**config.mk**
```make
export PLATFORM = sky130hd
export DESIGN_NAME = char_lcd_command_sequencer
export DESIGN_NICKNAME = d
export VERILOG_FILES = /design/src/hw/rtl/clcd_pkg.sv /design/src/hw/rtl/char_lcd_command_sequencer.sv /design/src/hw/rtl/clcd_divider.sv
export VERILOG_INCLUDE_DIRS = /design/src /design/src/hw/rtl
export SDC_FILE = /design/constraint.sdc
export NUM_CORES = 1
export LEC_CHECK = 0
export ABC_AREA = 1
export BUFFER_PORTS_ARGS = -buffer_cell sky130_fd_sc_hd__clkbuf_2
export CAP_MARGIN = 40
export CORE_MARGIN = 1.5
export CORE_UTILIZATION = 50
export CTS_CLUSTER_SIZE = 40
export DETAILED_ROUTE_END_ITERATION = 16
export GPL_TIMING_DRIVEN = 1
export PLACE_DENSITY_LB_ADDON = 0.25
export RECOVER_POWER = 100
export SETUP_SLACK_MARGIN = 0.15
export SLEW_MARGIN = 20
export SYNTH_ARGS = -nofsm -noshare
export SYNTH_HDL_FRONTEND = slang
export SYNTH_SLANG_ARGS = --single-unit
```
**constraint.sdc**
```tcl
create_clock -name clock -period 3 [get_ports clock]
set_input_delay 0.6 -clock clock [delete_from_list [all_inputs] [get_ports clock]]
set_output_delay 0.6 -clock clock [all_outputs]
set_load 0.005 [all_outputs]
```
**src/hw/rtl/char_lcd_command_sequencer_defines.svh**
```systemverilog
// Assertion macros used by the command sequencer to check its own logic.
`ifndef CHAR_LCD_COMMAND_SEQUENCER_DEFINES_SVH
`define CHAR_LCD_COMMAND_SEQUENCER_DEFINES_SVH

// Antecedent holds in this cycle, consequent in the same cycle.
`define CLCD_ASSERT_NOW(lbl, clk, rst, a, b) \
   lbl: assert property (@(posedge clk) disable iff (rst) (a) |-> (b)) \
      else $error("clcd: same-cycle check failed");

// Antecedent holds in this cycle, consequent in the next one.
`define CLCD_ASSERT_NEXT(lbl, clk, rst, a, b) \
   lbl: assert property (@(posedge clk) disable iff (rst) (a) |=> (b)) \
      else $error("clcd: next-cycle check failed");

`endif

```
**src/hw/rtl/clcd_pkg.sv**
```systemverilog
package clcd_pkg;

   // Command codes on the request channel
   localparam logic [2:0] ACT_PUTCHAR     = 3'd0;
   localparam logic [2:0] ACT_CLEAR       = 3'd1;
   localparam logic [2:0] ACT_HOME        = 3'd2;
   localparam logic [2:0] ACT_SET_POS     = 3'd3;
   localparam logic [2:0] ACT_SHIFT_LEFT  = 3'd4;
   localparam logic [2:0] ACT_SHIFT_RIGHT = 3'd5;
   localparam logic [2:0] ACT_OFF         = 3'd6;
   localparam logic [2:0] ACT_ON          = 3'd7;

   // Controller instruction bits
   localparam logic [7:0] CMD_DDRAM     = 8'h80;
   localparam logic [7:0] LINE2_BASE    = 8'h40;
   localparam logic [7:0] CMD_CLEAR     = 8'h01;
   localparam logic [7:0] CMD_HOME      = 8'h02;
   localparam logic [7:0] CMD_SHIFT     = 8'h10;
   localparam logic [7:0] SHIFT_DISPLAY = 8'h08;
   localparam logic [7:0] SHIFT_RIGHT   = 8'h04;
   localparam logic [7:0] CMD_DISPLAY   = 8'h08;
   localparam logic [7:0] DISPLAY_ON    = 8'h04;

   localparam logic [7:0] FIRST_CTRL_END = 8'd80;
   localparam logic [7:0] DUAL_CELLS     = 8'd160;

   // Enable masks
   localparam logic [1:0] EN_FIRST  = 2'b01;
   localparam logic [1:0] EN_SECOND = 2'b10;
   localparam logic [1:0] EN_BOTH   = 2'b11;

   // Register indexes
   localparam int unsigned CSR_INDEX_WIDTH = 2;
   localparam logic [CSR_INDEX_WIDTH-1:0] CSR_COLUMNS    = 2'd0;
   localparam logic [CSR_INDEX_WIDTH-1:0] CSR_CELL_COUNT = 2'd1;

   localparam logic [5:0] COLUMNS_RESET    = 6'd40;
   localparam logic [7:0] CELL_COUNT_RESET = 8'd160;

   typedef struct packed {
      logic [2:0] action;
      logic [7:0] char_code;
      logic [7:0] position;
   } req_type;

   typedef struct packed {
      logic [7:0] bus_byte;
      logic       register_select;
      logic [1:0] enable_mask;
      logic       last;
      logic [7:0] cursor_position;
   } rsp_type;

   // Divider control and status
   typedef struct packed {
      logic       start;
      logic [7:0] dividend;
      logic [5:0] divisor;
   } div_req_type;

   typedef struct packed {
      logic       done;
      logic [7:0] quotient;
      logic [5:0] remainder;
   } div_rsp_type;

endpackage

```
**src/hw/rtl/char_lcd_command_sequencer.sv**
```systemverilog
// Character LCD command sequencer.
// The req_ channel takes one command per transaction (put character, clear,
// home, set position, shift, display off or on); the rsp_ channel returns the
// controller bus writes it causes, one or two per command, the final one
// marked by last. The csr_ port writes columns and cell_count; a write to
// either resets the cursor to zero and must be made while the block is idle.
// One command is worked on at a time: req_stall stays high from acceptance
// until its last write has been taken.
// Put character and set position run an 8-step shared divider by the
// column count before their first write; the other commands show their
// write in the cycle after acceptance. A second write follows in the
// cycle after the first is taken.
// Reset restores 40 columns and 160 cells and puts the cursor at zero.
// While rsp_stall is high the pending write holds unchanged and no new
// command is accepted.
`include "char_lcd_command_sequencer_defines.svh"

module char_lcd_command_sequencer
   import clcd_pkg::*;
#(
   parameter int unsigned MAX_COLUMNS = 40
) (
   input  logic                       clock,
   input  logic                       reset,
   input  logic                       req_valid,
   output logic                       req_stall,
   input  req_type                    req_data,
   output logic                       rsp_valid,
   input  logic                       rsp_stall,
   output rsp_type                    rsp_data,
   input  logic                       csr_write_enable,
   input  logic [CSR_INDEX_WIDTH-1:0] csr_index,
   input  logic [7:0]                 csr_write_data
);

   localparam logic [1:0] ST_IDLE = 2'd0;
   localparam logic [1:0] ST_DIV  = 2'd1;
   localparam logic [1:0] ST_OUT0 = 2'd2;
   localparam logic [1:0] ST_OUT1 = 2'd3;

   localparam logic [5:0] COL_LIMIT = 6'(MAX_COLUMNS);

   logic [1:0]  state_ff, state_in;
   logic [7:0]  cursor_ff, cursor_in;
   logic [5:0]  columns_ff, columns_in;
   logic [7:0]  cell_count_ff, cell_count_in;
   logic        rsp_valid_ff, rsp_valid_in;
   rsp_type     rsp_data_ff, rsp_data_in;
   logic [7:0]  second_byte_ff, second_byte_in;
   logic        is_put_ff, is_put_in;

   logic        req_accept;
   logic        rsp_accept;
   logic [5:0]  eff_cols;
   logic [7:0]  put_next;
   logic [7:0]  line_y;
   logic [7:0]  line_addr;
   logic [7:0]  pos_byte;
   div_req_type div_req;
   div_rsp_type div_rsp;

   assign req_stall  = state_ff != ST_IDLE;
   assign req_accept = req_valid && !req_stall;
   assign rsp_accept = rsp_valid_ff && !rsp_stall;
   assign rsp_valid  = rsp_valid_ff;
   assign rsp_data   = rsp_data_ff;

   // Clamp the column count into the supported range
   always_comb begin
      if (columns_ff == 6'd0) begin
         eff_cols = 6'd1;
      end else if (columns_ff > COL_LIMIT) begin
         eff_cols = COL_LIMIT;
      end else begin
         eff_cols = columns_ff;
      end
   end

   // Advance the cursor and wrap at the cell count
   always_comb begin
      put_next = 8'(cursor_ff + 8'd1);
      if (put_next == cell_count_ff) begin
         put_next = 8'd0;
      end
   end

   // Map row and column onto a DDRAM address
   always_comb begin
      line_y = div_rsp.quotient;
      if (cell_count_ff == DUAL_CELLS && line_y > 8'd1) begin
         line_y = 8'(line_y - 8'd2);
      end
      case (line_y)
         8'd0:    line_addr = {2'b00, div_rsp.remainder};
         8'd1:    line_addr = 8'(LINE2_BASE + {2'b00, div_rsp.remainder});
         8'd2:    line_addr = 8'({2'b00, eff_cols} + {2'b00, div_rsp.remainder});
         default: line_addr = 8'(LINE2_BASE + {2'b00, eff_cols}
                                + {2'b00, div_rsp.remainder});
      endcase
      pos_byte = CMD_DDRAM | line_addr;
   end

   // Launch the divider on the operand the command needs
   always_comb begin
      div_req.start    = 1'b0;
      div_req.dividend = req_data.position;
      div_req.divisor  = eff_cols;
      if (req_accept) begin
         if (req_data.action == ACT_PUTCHAR) begin
            div_req.start    = 1'b1;
            div_req.dividend = put_next;
         end else if (req_data.action == ACT_SET_POS) begin
            div_req.start = 1'b1;
         end
      end
   end

   clcd_divider u_divider (
      .clock   (clock),
      .reset   (reset),
      .div_req (div_req),
      .div_rsp (div_rsp)
   );

   // Sequence one command through divide and output
   always_comb begin
      state_in       = state_ff;
      cursor_in      = cursor_ff;
      columns_in     = columns_ff;
      cell_count_in  = cell_count_ff;
      rsp_valid_in   = rsp_valid_ff;
      rsp_data_in    = rsp_data_ff;
      second_byte_in = second_byte_ff;
      is_put_in      = is_put_ff;

      case (state_ff)
         ST_IDLE: begin
            if (req_accept) begin
               rsp_data_in.register_select = 1'b0;
               rsp_data_in.enable_mask     = EN_BOTH;
               rsp_data_in.last            = 1'b1;
               rsp_data_in.cursor_position = cursor_ff;
               is_put_in                   = 1'b0;
               state_in                    = ST_OUT1;
               rsp_valid_in                = 1'b1;
               case (req_data.action)
                  ACT_PUTCHAR: begin
                     rsp_data_in.bus_byte        = req_data.char_code;
                     rsp_data_in.register_select = 1'b1;
                     rsp_data_in.enable_mask     = (cursor_ff < FIRST_CTRL_END) ?
                                                   EN_FIRST : EN_SECOND;
                     rsp_data_in.cursor_position = put_next;
                     cursor_in                   = put_next;
                     is_put_in                   = 1'b1;
                     state_in                    = ST_DIV;
                     rsp_valid_in                = 1'b0;
                  end
                  ACT_CLEAR: begin
                     rsp_data_in.bus_byte        = CMD_CLEAR;
                     rsp_data_in.cursor_position = 8'd0;
                     cursor_in                   = 8'd0;
                  end
                  ACT_HOME: begin
                     rsp_data_in.bus_byte        = CMD_HOME;
                     rsp_data_in.cursor_position = 8'd0;
                     cursor_in                   = 8'd0;
                  end
                  ACT_SET_POS: begin
                     rsp_data_in.bus_byte        = CMD_DDRAM;
                     rsp_data_in.cursor_position = req_data.position;
                     cursor_in                   = req_data.position;
                     state_in                    = ST_DIV;
                     rsp_valid_in                = 1'b0;
                  end
                  ACT_SHIFT_LEFT: begin
                     rsp_data_in.bus_byte = CMD_SHIFT | SHIFT_DISPLAY;
                  end
                  ACT_SHIFT_RIGHT: begin
                     rsp_data_in.bus_byte = CMD_SHIFT | SHIFT_DISPLAY | SHIFT_RIGHT;
                  end
                  ACT_OFF: begin
                     rsp_data_in.bus_byte = CMD_DISPLAY;
                  end
                  default: begin
                     rsp_data_in.bus_byte = CMD_DISPLAY | DISPLAY_ON;
                  end
               endcase
            end else if (csr_write_enable) begin
               // Drop writes beyond the register list
               if (csr_index == CSR_COLUMNS) begin
                  columns_in = csr_write_data[5:0];
                  cursor_in  = 8'd0;
               end else if (csr_index == CSR_CELL_COUNT) begin
                  cell_count_in = csr_write_data;
                  cursor_in     = 8'd0;
               end
            end
         end
         ST_DIV: begin
            if (div_rsp.done) begin
               rsp_valid_in = 1'b1;
               if (is_put_ff) begin
                  second_byte_in = pos_byte;
                  if (div_rsp.remainder == 6'd0) begin
                     rsp_data_in.last = 1'b0;
                     state_in         = ST_OUT0;
                  end else begin
                     state_in = ST_OUT1;
                  end
               end else begin
                  rsp_data_in.bus_byte = pos_byte;
                  state_in             = ST_OUT1;
               end
            end
         end
         ST_OUT0: begin
            // Hand over the row-start address write once the data is taken
            if (rsp_accept) begin
               rsp_data_in.bus_byte        = second_byte_ff;
               rsp_data_in.register_select = 1'b0;
               rsp_data_in.enable_mask     = EN_BOTH;
               rsp_data_in.last            = 1'b1;
               state_in                    = ST_OUT1;
            end
         end
         default: begin
            if (rsp_accept) begin
               rsp_valid_in = 1'b0;
               state_in     = ST_IDLE;
            end
         end
      endcase
   end

   always_ff @(posedge clock) begin
      if (reset) begin
         state_ff      <= ST_IDLE;
         cursor_ff     <= 8'd0;
         columns_ff    <= COLUMNS_RESET;
         cell_count_ff <= CELL_COUNT_RESET;
         rsp_valid_ff  <= 1'b0;
         is_put_ff     <= 1'b0;
      end else begin
         state_ff      <= state_in;
         cursor_ff     <= cursor_in;
         columns_ff    <= columns_in;
         cell_count_ff <= cell_count_in;
         rsp_valid_ff  <= rsp_valid_in;
         is_put_ff     <= is_put_in;
      end
      rsp_data_ff    <= rsp_data_in;
      second_byte_ff <= second_byte_in;
   end

   `CLCD_ASSERT_NEXT(a_busy_after_accept, clock, reset, req_accept, req_stall)
   `CLCD_ASSERT_NOW(a_done_only_in_div, clock, reset, div_rsp.done, state_ff == ST_DIV)
   `CLCD_ASSERT_NOW(a_not_last_means_second, clock, reset,
      rsp_valid_ff && !rsp_data_ff.last, state_ff == ST_OUT0)
   `CLCD_ASSERT_NOW(a_valid_only_when_out, clock, reset, rsp_valid_ff,
      state_ff == ST_OUT0 || state_ff == ST_OUT1)

endmodule

```
**src/hw/rtl/clcd_divider.sv**
```systemverilog
module clcd_divider
   import clcd_pkg::*;
(
   input  logic        clock,
   input  logic        reset,
   input  div_req_type div_req,
   output div_rsp_type div_rsp
);

   logic       busy_ff, busy_in;
   logic       done_ff, done_in;
   logic [2:0] count_ff, count_in;
   logic [5:0] rem_ff, rem_in;
   logic [7:0] quo_ff, quo_in;
   logic [5:0] divisor_ff, divisor_in;
   logic [6:0] trial;
   logic       fits;

   // One restoring step: shift in the next dividend bit, subtract if it fits
   assign trial = {rem_ff, quo_ff[7]};
   assign fits  = trial >= {1'b0, divisor_ff};

   always_comb begin
      busy_in    = busy_ff;
      done_in    = 1'b0;
      count_in   = count_ff;
      rem_in     = rem_ff;
      quo_in     = quo_ff;
      divisor_in = divisor_ff;
      if (div_req.start) begin
         busy_in    = 1'b1;
         count_in   = 3'd0;
         rem_in     = 6'd0;
         quo_in     = div_req.dividend;
         divisor_in = div_req.divisor;
      end else if (busy_ff) begin
         rem_in   = fits ? 6'(trial - {1'b0, divisor_ff}) : trial[5:0];
         quo_in   = {quo_ff[6:0], fits};
         count_in = 3'(count_ff + 3'd1);
         if (count_ff == 3'd7) begin
            busy_in = 1'b0;
            done_in = 1'b1;
         end
      end
   end

   always_ff @(posedge clock) begin
      if (reset) begin
         busy_ff  <= 1'b0;
         done_ff  <= 1'b0;
         count_ff <= 3'd0;
      end else begin
         busy_ff  <= busy_in;
         done_ff  <= done_in;
         count_ff <= count_in;
      end
      rem_ff     <= rem_in;
      quo_ff     <= quo_in;
      divisor_ff <= divisor_in;
   end

   assign div_rsp.done      = done_ff;
   assign div_rsp.quotient  = quo_ff;
   assign div_rsp.remainder = rem_ff;

endmodule
```
==> flow_summary_export.csv <==
group,metric,value,unit
critical_path,path_class,"reg -> reg",
clock_network,cts_root_buf,"clkbuf_8",
critical_path,cp-endpoint,"rsp_data[14]$_DFFE_PP_",
grt,antenna_found_initial,0,
timing,rsz0062_at_grt,"no",
floorplanning,start_util,51.7,%
yosys,syn_area,0.00478,mm2
grt,grt_pass1_vias,4117,
timing,fmaxAchievable,394,MHz
routing,wl_per_cell,14.7,um
critical_path,critPathMaxStageDelay,470,ps
grt,grt_usage,24.7,%
grt,overflow,0,
timing,timing.final.crit_share,84.6,%
yosys,synth_nets,684,
timing,setup_slack,461,ps
critical_path,required,3110,ps
power_and_ir_drop,irDropWorstVdd,0.268,mV
clock_network,cts_max_path_buffers,2,
routing,dr.pass1.iters,5,
flow_run,drv_cap,0,
timing,tightest_slew,856,ps
routing,routed_wl,12000,um
critical_path,crit_fanout,13,
placement,port-buffer-count,55,
critical_path,cp-start-kind,"flop",
critical_path,r2r-end,"rsp_data[14]$_DFFE_PP_",
timing,finalHoldViolations,0,
floorplanning,die_h,101,um
timing,setup_tns,0,ps
clock_network,numCtsBuffers,9,
placement,gp_congestion,0.951,
clock_network,path_clk_slew,80,ps
yosys,netlist_instances,628,
cells_and_area,drive_gt1_share,11.8,%
cells_and_area,utilization,58.2,%
yosys,synth_top_family_by_area,"simple AND/OR/NAND/NOR gates",
critical_path,reg2reg_from,"u_divider.quo_ff[1]$_DFFE_PP_",
grt,grt_pass1_wl,19400,um
clock_network,cts_tree,"built",
placement,dp_slack,638,ps
cells_and_area,antenna_cells,0,
cells_and_area,layoutNonFillerInstCount,818,
grt,grt_max_degree,19,
yosys,yosysTopAreaCell,"edfxtp_1",
cells_and_area,nNetsFinal,740,
timing,hold_ws,467,ps
clock_network,htree_levels,3,
power_and_ir_drop,power_density,763,mW/mm2
yosys,synthMuxAreaShare,0,%
critical_path,path_buf_inv,2,
routing,ant_nets,0,
cells_and_area,syn2layout_area_growth,12.5,%
floorplanning,io_pins,56,
routing,vias,4454,
power_and_ir_drop,totalPowerFinal,4.10,mW
timing,drv_slew,0,
timing,fin_skew,19.1,ps
timing,setup_viol,0,
clock_network,cts_hold_buf,0,
critical_path,crit_top_cell,"nand2_1",
yosys,synth_adder_area_share,6.07,%
critical_path,worstPathArrival,2650,ps
yosys,synth_area_leaders,"edfxtp_1, dfxtp_1, nand2_1",
cells_and_area,most-common-layout-cells,"nand2_1, inv_1, nand3_1",
yosys,synth-simple-area-share,27.2,%
placement,placed_area,0.00519,mm2
placement,post-dp-hpwl,9390,um
yosys,synth.avg_cell_area,7.61,um2
critical_path,rrSetupSlack,460,ps
critical_path,path_depth,15,
yosys,synth_compound_area_share,14.4,%
clock_network,clk_latency,370,ps
routing,viasPerCell,5.44,
floorplanning,core_region_area,0.00924,mm2
cells_and_area,final_cell_area,0.00538,mm2
yosys,synth-xor-area-share,2.57,%
critical_path,cp_slowest_cell,"edfxtp_1",
yosys,synth-seq-cells,78,
yosys,yosys_warnings,0,
yosys,ys_seq_area_share,41.3,%
routing,drtIter0Drc,338,
cells_and_area,mostFrequentLayoutCell,"nand2_1",
timing,fin_crit,2540,ps
floorplanning,std_cell_rows,35,
critical_path,crit_start,"u_divider.quo_ff[1]$_DFFE_PP_",
critical_path,cp_cell_sequence,"inv_1 -> ha_1 -> nand3_1 -> nand2_1 -> nand2_1 -> nand2_1 -> nand2_1 -> inv_1 -> nand2_1 -> nor2_4 -> nand2_1 -> nand2_2 -> o21ai_2 -> nand2_1 -> nand3_1",
routing,drcViolationCount,0,
floorplanning,die_area,0.0102,mm2
clock_network,post_cts_resized,0,
placement,dp.cells,802,
critical_path,rr_worst_depth,15,
floorplanning,fp.dieW,101,um
critical_path,cp_top_family,"simple AND/OR/NAND/NOR gates",
clock_network,clock-sinks,78,
timing,slew_headroom,42.9,%
clock_network,postCtsSetupBuffers,0,
power_and_ir_drop,p_leak,2.49,nW
critical_path,end_kind,"flop",
min_path,worstHoldPathType,"in -> reg",
yosys,synth_top_area_share,25.8,%
yosys,yosysUniqueCellTypes,41,
outcome,status,"completed",
==> cell type report <==
cell class | count | area, um2
flip-flops and latches | 78 | 1970
fillers | 870 | 3860
well taps | 129 | 161
multi-input cells | 445 | 2390
repair buffers | 61 | 283
clock buffers | 11 | 141
inverters | 89 | 334
clock inverters | 5 | 97.6
==> layer usage <==
| layer | wire [um] | vias up | share of wire, % | track usage [%] |
|---|---|---|---|---|
| met5 | 0 | - | 0 | 0 |
| met4 | 270 | 0 | 2.2 | 8.23 |
| met3 | 836 | 23 | 6.9 | 4.99 |
| met2 | 5510 | 180 | 46 | 40.3 |
| met1 | 5430 | 2053 | 45 | 33.0 |
| li1 | - | 2198 | - | - |
==> report_power, final <==
part / total (mW) / switching (mW) / internal [mW]
sequential: 1.59 / 0.163 / 1.42
combinational: 1.56 / 1.01 / 0.553
clock: 0.955 / 0.385 / 0.571
total: 4.10 / 1.55 / 2.55
==> synth_stat cells (all sizes together) <==
cell type	count
clkinv	3
a22oi	8
o22ai	4
xnor2	5
and3	2
fa	2
nor3	2
a21boi	7
a21oi	53
o21a	2
edfxtp	41
or2	3
o21ai	35
nor2	53
a32oi	1
clkbuf	12
inv	86
nand2	157
nand3	60
o211ai	2
ha	20
nand4	8
nand3b	3
buf	4
a31oi	2
o31ai	1
xor2	9
o41ai	1
o21bai	3
nor4	2
dfxtp	37
==> cells by family after synthesis <==
logic type               after synthesis
AND/OR/NAND/NOR                      290
buffers and inverters                105
XOR/XNOR                              14
adder cells (fa/ha/maj)               22
flip-flops                            78
AO/OA/AOI/OAI                        119
==> worst min-delay path by stage <==
stage	from	depth (start not counted)	end	slack, ps
after global routing	csr_write_data[7]	3	cell_count_ff[7]$_SDFFE_PP1P_	490
after global placement	u_divider.count_ff[1]$_SDFFE_PP0P_	2	u_divider.count_ff[1]$_SDFFE_PP0P_	450
after CTS	csr_write_data[7]	3	cell_count_ff[7]$_SDFFE_PP1P_	460
after floorplan	columns_ff[1]$_SDFFE_PP0P_	2	columns_ff[1]$_SDFFE_PP0P_	440
after detailed placement	u_divider.count_ff[2]$_SDFFE_PP0P_	2	u_divider.count_ff[2]$_SDFFE_PP0P_	470
final	csr_write_data[7]	3	cell_count_ff[7]$_SDFFE_PP1P_	470
==> worst min-delay path, stage by stage <==
cell and delay [ps]:
clkbuf_2 80, a21oi_1 60, o21ai_0 60
==> registers in the layout, indices dropped and copies added (netlist names), 2 cells and up <==
name                  cells
second_byte_ff            7
state_ff                  2
cell_count_ff             8
columns_ff                6
cursor_ff                 8
u_divider.quo_ff          8
u_divider.rem_ff          6
rsp_data                 20
u_divider.count_ff        3
u_divider.divisor_ff      6
No activity file was read; power rests on OpenSTA's default activity.
